**src/rtl/nbh_pkg.sv**
```systemverilog
// Shared types, codes and helpers for the nebulabrot orbit histogram.
// Used by every file in rtl/; depends on nothing.
package nbh_pkg;

	localparam int IMG_WIDTH_DEF  = 256;
	localparam int IMG_HEIGHT_DEF = 256;

	// operation codes of an input item
	localparam logic [1:0] OP_TRACE = 2'd0;
	localparam logic [1:0] OP_READ  = 2'd1;
	localparam logic [1:0] OP_CLEAR = 2'd2;

	// configuration register indexes
	localparam logic [2:0] CFG_VIEW_MIN_RE  = 3'd0;
	localparam logic [2:0] CFG_VIEW_MIN_IM  = 3'd1;
	localparam logic [2:0] CFG_PPU_RE       = 3'd2;
	localparam logic [2:0] CFG_PPU_IM       = 3'd3;
	localparam logic [2:0] CFG_MAX_ITER     = 3'd4;
	localparam logic [2:0] CFG_GREEN_LIMIT  = 3'd5;
	localparam logic [2:0] CFG_BLUE_LIMIT   = 3'd6;

	// |z|^2 threshold 4.0 in Q8.56
	localparam logic [64:0] ESC_LIMIT = 65'd4 << 56;

	typedef enum logic [3:0] {
		ST_IDLE,
		ST_MUL_AA,
		ST_MUL_BB,
		ST_MUL_AB,
		ST_TEST,
		ST_MAP_RE,
		ST_MAP_IM,
		ST_ADDR,
		ST_WR,
		ST_OP_RD,
		ST_DONE
	} nbh_state_t;

	// per-channel histogram write enables
	typedef struct packed {
		logic red;
		logic green;
		logic blue;
	} hist_wen_t;

	function automatic logic signed [31:0] sat32(input logic signed [65:0] v);
		if (v > 66'sh7FFFFFFF) return 32'sh7FFFFFFF;
		if (v < -66'sh80000000) return 32'sh80000000;
		return v[31:0];
	endfunction

	function automatic logic [31:0] bump(input logic [31:0] v);
		return (v == 32'hFFFFFFFF) ? v : v + 32'd1;
	endfunction

endpackage

```
**src/rtl/nbh_mul.sv**
```systemverilog
// Shared signed 33x33 multiplier with a registered product.
// Depends on nbh_pkg.
module nbh_mul
	import nbh_pkg::*;
(
	input  logic               clk,
	input  logic signed [32:0] op_a,
	input  logic signed [32:0] op_b,
	output logic signed [65:0] prod_s1
);

	// one product per cycle, ready the cycle after its operands
	always_ff @(posedge clk) begin
		prod_s1 <= op_a * op_b;
	end

endmodule

```
**config.mk**
```make
export PLATFORM = sky130hd
export DESIGN_NAME = nbh_mul
export DESIGN_NICKNAME = d
export VERILOG_FILES = /design/src/rtl/nbh_pkg.sv /design/src/rtl/nbh_mul.sv
export SDC_FILE = /design/constraint.sdc
export NUM_CORES = 2
export LEC_CHECK = 0
export ABC_AREA = 0
export ABC_CLOCK_PERIOD_IN_PS = 10200
export BUFFER_PORTS_ARGS = -buffer_cell sky130_fd_sc_hd__clkbuf_2
export CELL_PAD_IN_SITES_DETAIL_PLACEMENT = 1
export CELL_PAD_IN_SITES_GLOBAL_PLACEMENT = 1
export CORE_MARGIN = 3
export CORE_UTILIZATION = 52
export DETAILED_ROUTE_END_ITERATION = 12
export PLACE_DENSITY_LB_ADDON = 0.1
export SLEW_MARGIN = 10
export SYNTH_ARGS = -nofsm -noshare
export SYNTH_HDL_FRONTEND = slang
export SYNTH_SLANG_ARGS = --single-unit
export TNS_END_PERCENT = 30
```
**constraint.sdc**
```tcl
create_clock -name clk -period 10.2 [get_ports clk]
set_clock_uncertainty 0.05 [all_clocks]
set_input_delay 2.04 -clock clk [delete_from_list [all_inputs] [get_ports clk]]
set_output_delay 2.04 -clock clk [all_outputs]
set_load 0.01 [all_outputs]
```
== After elaboration in Yosys (flattened, before gate mapping) ==
Cells that the tools add are included.
W data, S select, Z words.

* Bits of input ports: 67
* Bits in registers: 66
* Word-level logic and storage cells: 2

* $mul: 1

{| class="wikitable"
|+ Operator list
! operator !! number
|-
| $mul A33 B33 Y66 || 1
|}

== Longest topological paths before layout ==
* Word-level depth: 1
* Gate-level depth with buffers: 27
* Gate-level depth less buffers: 26

== Least setup slack after synthesis ==
Ideal clock, no wire load.

* Path kind: input to register
* Start: input op_a[32]
* End: register prod_s1[62]
* Setup slack: 0.874 ns
* Data arrival time: 9.197 ns
* Data required time: 10.071 ns
* Stages on the path: 23
* Library setup time: 0.079 ns
* Cells stage by stage: clkbuf_1 > nand2_1 > inv_1 > fa_1 > fa_1 > fa_1 > fa_1 > fa_1 > fa_1 > fa_1 > inv_1 > fa_1 > inv_1 > ha_1 > clkbuf_1 > and3_1 > nand3_1 > nand2b_1 > a2111oi_4 > a211oi_4 > a21o_2 > a21o_1 > a211oi_2

* Word-level cells in the longest chain between the ends: 1

{| class="wikitable"
|+ Ends and longest elaborated chain
! what !! RTL line !! text
|-
| start: declaration || nbh_mul.sv:7 || <nowiki>input logic signed [32:0] op_a,</nowiki>
|-
| $mul A33 B33 Y66 || nbh_mul.sv:14 || <nowiki>prod_s1 <= op_a * op_b;</nowiki>
|-
| end signal: assignment || nbh_mul.sv:14 ||
|-
| end: declaration || nbh_mul.sv:9 || <nowiki>output logic signed [65:0] prod_s1</nowiki>
|}

No other way between the ends.

== Worst setup path in the final report ==
* Start: input op_b[19]
* End: register prod_s1[64]

* Word-level cells in the longest chain between the ends: 1

{| class="wikitable"
|+ Ends and longest elaborated chain
! what !! RTL line !! text
|-
| start: declaration || nbh_mul.sv:8 || <nowiki>input logic signed [32:0] op_b,</nowiki>
|-
| $mul A33 B33 Y66 || nbh_mul.sv:14 ||
|}

No other way between the ends.

==> summary.txt <==
Run status
  • Status: finished clean

Placed design
  • Dpl hpwl: approximately 120 mm
  • RePlAce Congestion: a little over 0.9
  • IO buf count: 132

Clock network
  • Hold-fix buffers, CTS: 0
  • CTS max path bufs: 2
  • Htree depth: 3
  • CTS sink count: 66
  • CTS tree: done
  • Num CTS Buffers: 9
  • Post-cts resize count: 0
  • Post-CTS Setup Bufs: 0
  • Reg clk slew, reported paths: approximately 0.080 ns
  • Clk root buf: clkbuf_16

STA
  • Final setup viols: 0
  • Hold Worst Slack: ~2.3 ns
  • Slew @ Worst Pin: 0.743 ns
  • Final worst path period share: 93.4%
  • Max Clk Rate: 0.105 GHz
  • Worst relative slew slack: 50.5%
  • Final count of pins violating max slew: 0
  • Period minus WS final: between 9 and 10 ns
  • RSZ-0062 raised after global routing: no
  • Fin. Hold Viols: 0
  • Setup TNS: 0 ns

Synth
  • Yosys reg bits: 66
  • Syn Area/Cell: 9.39 um2
  • Synthesis Warnings: 0
  • Mapped Area: between 40,000 and 50,000 um2
  • Synth Flop Type: dfxtp_1
  • Sequential fraction of the synthesis area: approximately 3.2%
  • Yosys cell types: 80
  • Post-synth EDFFs: 0
  • Async SR Flop Fraction: 0%
  • Mapped Cells: 4,338
  • Net Count, Synth: around 5,800

Drt
  • Via-per-instance ratio: between 5 and 6
  • First-pass detailed-route iteration total: 5
  • Via count: slightly below 30,000
  • DR WL/cell: roughly 24 um
  • Initial drt markers: around 1,800
  • Drc violations: 0
  • Final ANT Viol Nets: 0
  • WL final: 132 mm

Worst setup path
  • Critical path class: in -> reg
  • CP Max Fanout: 22
  • Critical path data arrival time: 9.76 ns
  • Critical Path End Type: flop
  • Worst setup SP type: primary input
  • Required @ worst endpoint: approximately 10 ns

Global routing
  • Pin count of the biggest net entering global routing: 34
  • Gr ovfl total: 0
  • First-pass GRT wire length: 209 mm
  • Initial antenna violation count: 8
  • Vias in the first global route: approximately 34,000
  • GRT Util Overall: between 30% and 40%

Floorplanning
  • Core Area: slightly below 80,000 um2
  • Die Ht: between 200 and 300 um
  • Ports: 133
  • Die Footprint: 81,700 um2
  • Initial Utilization: between 50% and 60%
  • Rows: 102
  • Die Wd: between 200 and 300 um

Flow run
  • Max cap viols: 0

Finish
  • Area grow syn2layout: 6.18%
  • Fraction of layout instances using a drive strength above 1: 7.29%
  • Nets@finish: a little under 6,000
  • Number of fill cells: 8,965
  • Top Registers: prod_s1 x66
  • Most frequent cells in the layout: 1,145 x fa_1, 1,131 x inv_1, 562 x and2_1
  • Most common library cell in the layout ignoring fill and taps: fa_1
  • Most flop-heavy register: prod_s1
  • Max FFs per register: 66

Worst hold path
  • Worst hold-check path type: in -> reg
-- final timing paths --
| check | start | endpoint | depth (start not counted) |
|---|---|---|---|
| worst max-delay path | op_b[19] | prod_s1[64] | 27 |
| worst min-delay path | op_a[0] | prod_s1[0] | 3 |
-- logic make-up (layout without fill, tap and decap cells) --
logic type / after synthesis / count (layout) / synth area share [%]
flip-flops: 66 / 66 / 3.24
adder cells (fa/ha/maj): 1362 / 1362 / 62.9
buffers and inverters: 1352 / 1415 / 12.5
AND/OR/NAND/NOR: 1271 / 1271 / 15.8
AO/OA/AOI/OAI: 219 / 219 / 4.07
XOR/XNOR: 68 / 68 / 1.46
other: 0 / 6 / 0
-- worst max-delay path, stage by stage --
cell	delay, ns
clkbuf_2	0.40
buf_4	0.35
and2_1	0.17
fa_1	0.53
inv_1	0.09
fa_1	0.54
inv_1	0.06
fa_1	0.48
fa_1	0.80
fa_1	0.49
buf_4	0.15
fa_1	0.46
fa_1	0.51
inv_1	0.07
fa_1	0.47
inv_1	0.04
ha_1	0.34
buf_4	0.16
nand3_1	0.09
nor2_1	0.21
nand2_1	0.13
nor3_1	0.27
buf_4	0.18
o311ai_4	0.14
nand3_2	0.21
a211oi_1	0.10
a311oi_1	0.23
-- synth_stat cells (3+ instances only) --
master | count | share of area [%]
xor2_1 | 25 | 0.54
a211o_1 | 6 | 0.13
nand2b_1 | 12 | 0.18
a31oi_1 | 8 | 0.12
and2_1 | 562 | 8.6
nand4_1 | 11 | 0.17
o31ai_4 | 3 | 0.16
or2_2 | 3 | 0.046
nand3_1 | 25 | 0.31
nor2b_1 | 5 | 0.077
o21ai_0 | 25 | 0.31
a21oi_1 | 57 | 0.70
o211ai_1 | 4 | 0.074
fa_1 | 1145 | 56
and4_1 | 5 | 0.11
a211oi_2 | 3 | 0.092
xnor2_1 | 43 | 0.92
and3_1 | 5 | 0.077
ha_1 | 217 | 6.7
o21ai_1 | 6 | 0.074
dfxtp_1 | 66 | 3.2
inv_1 | 1131 | 10
nor3_1 | 7 | 0.086
or3_1 | 3 | 0.046
a21o_1 | 36 | 0.66
o21bai_1 | 11 | 0.20
a211oi_1 | 7 | 0.13
a21oi_2 | 3 | 0.065
buf_2 | 11 | 0.14
o21a_1 | 6 | 0.11
clkbuf_1 | 208 | 1.9
nand2_1 | 551 | 5.1
nor2_1 | 68 | 0.63
-- metrics by stage --
step                      worst slack, ns  std cells  util (%)  instance area, um2
after floorplan                     0.874       4338         -               40700
after global placement              0.384       5425      55.4               42900
after detailed placement            0.329       5425      55.4               42900
after CTS                           0.675       5441      55.8               43200
after global routing                0.389       5447      55.8               43300
final                               0.672       5447      55.8               43300
-- final cells by class --
cell class | count | area, um2 | share of cell area, %
clock buffers | 9 | 225 | 0.521
well taps | 1040 | 1300 | 3.01
diodes | 6 | 15.0 | 0.0347
clock inverters | 7 | 82.6 | 0.191
flip-flops and latches | 66 | 1320 | 3.05
repair buffers | 268 | 1740 | 4.03
multi-input cells | 2920 | 34300 | 79.3
inverters | 1131 | 4250 | 9.82
-- routing by layer --
layer | wire, um | vias up | track usage (%) | part of all wire (%)
met5 | 13 | - | 0 | 0.0099
met4 | 5320 | 2 | 12.1 | 4.0
met3 | 8330 | 254 | 6.41 | 6.3
met2 | 66900 | 815 | 58.4 | 51
met1 | 51000 | 16000 | 42.9 | 39
li1 | - | 12400 | - | -
Power is left out: the tool's default activity adds up to more than one toggle a clock period on the data nets, which glitch-free logic cannot reach.
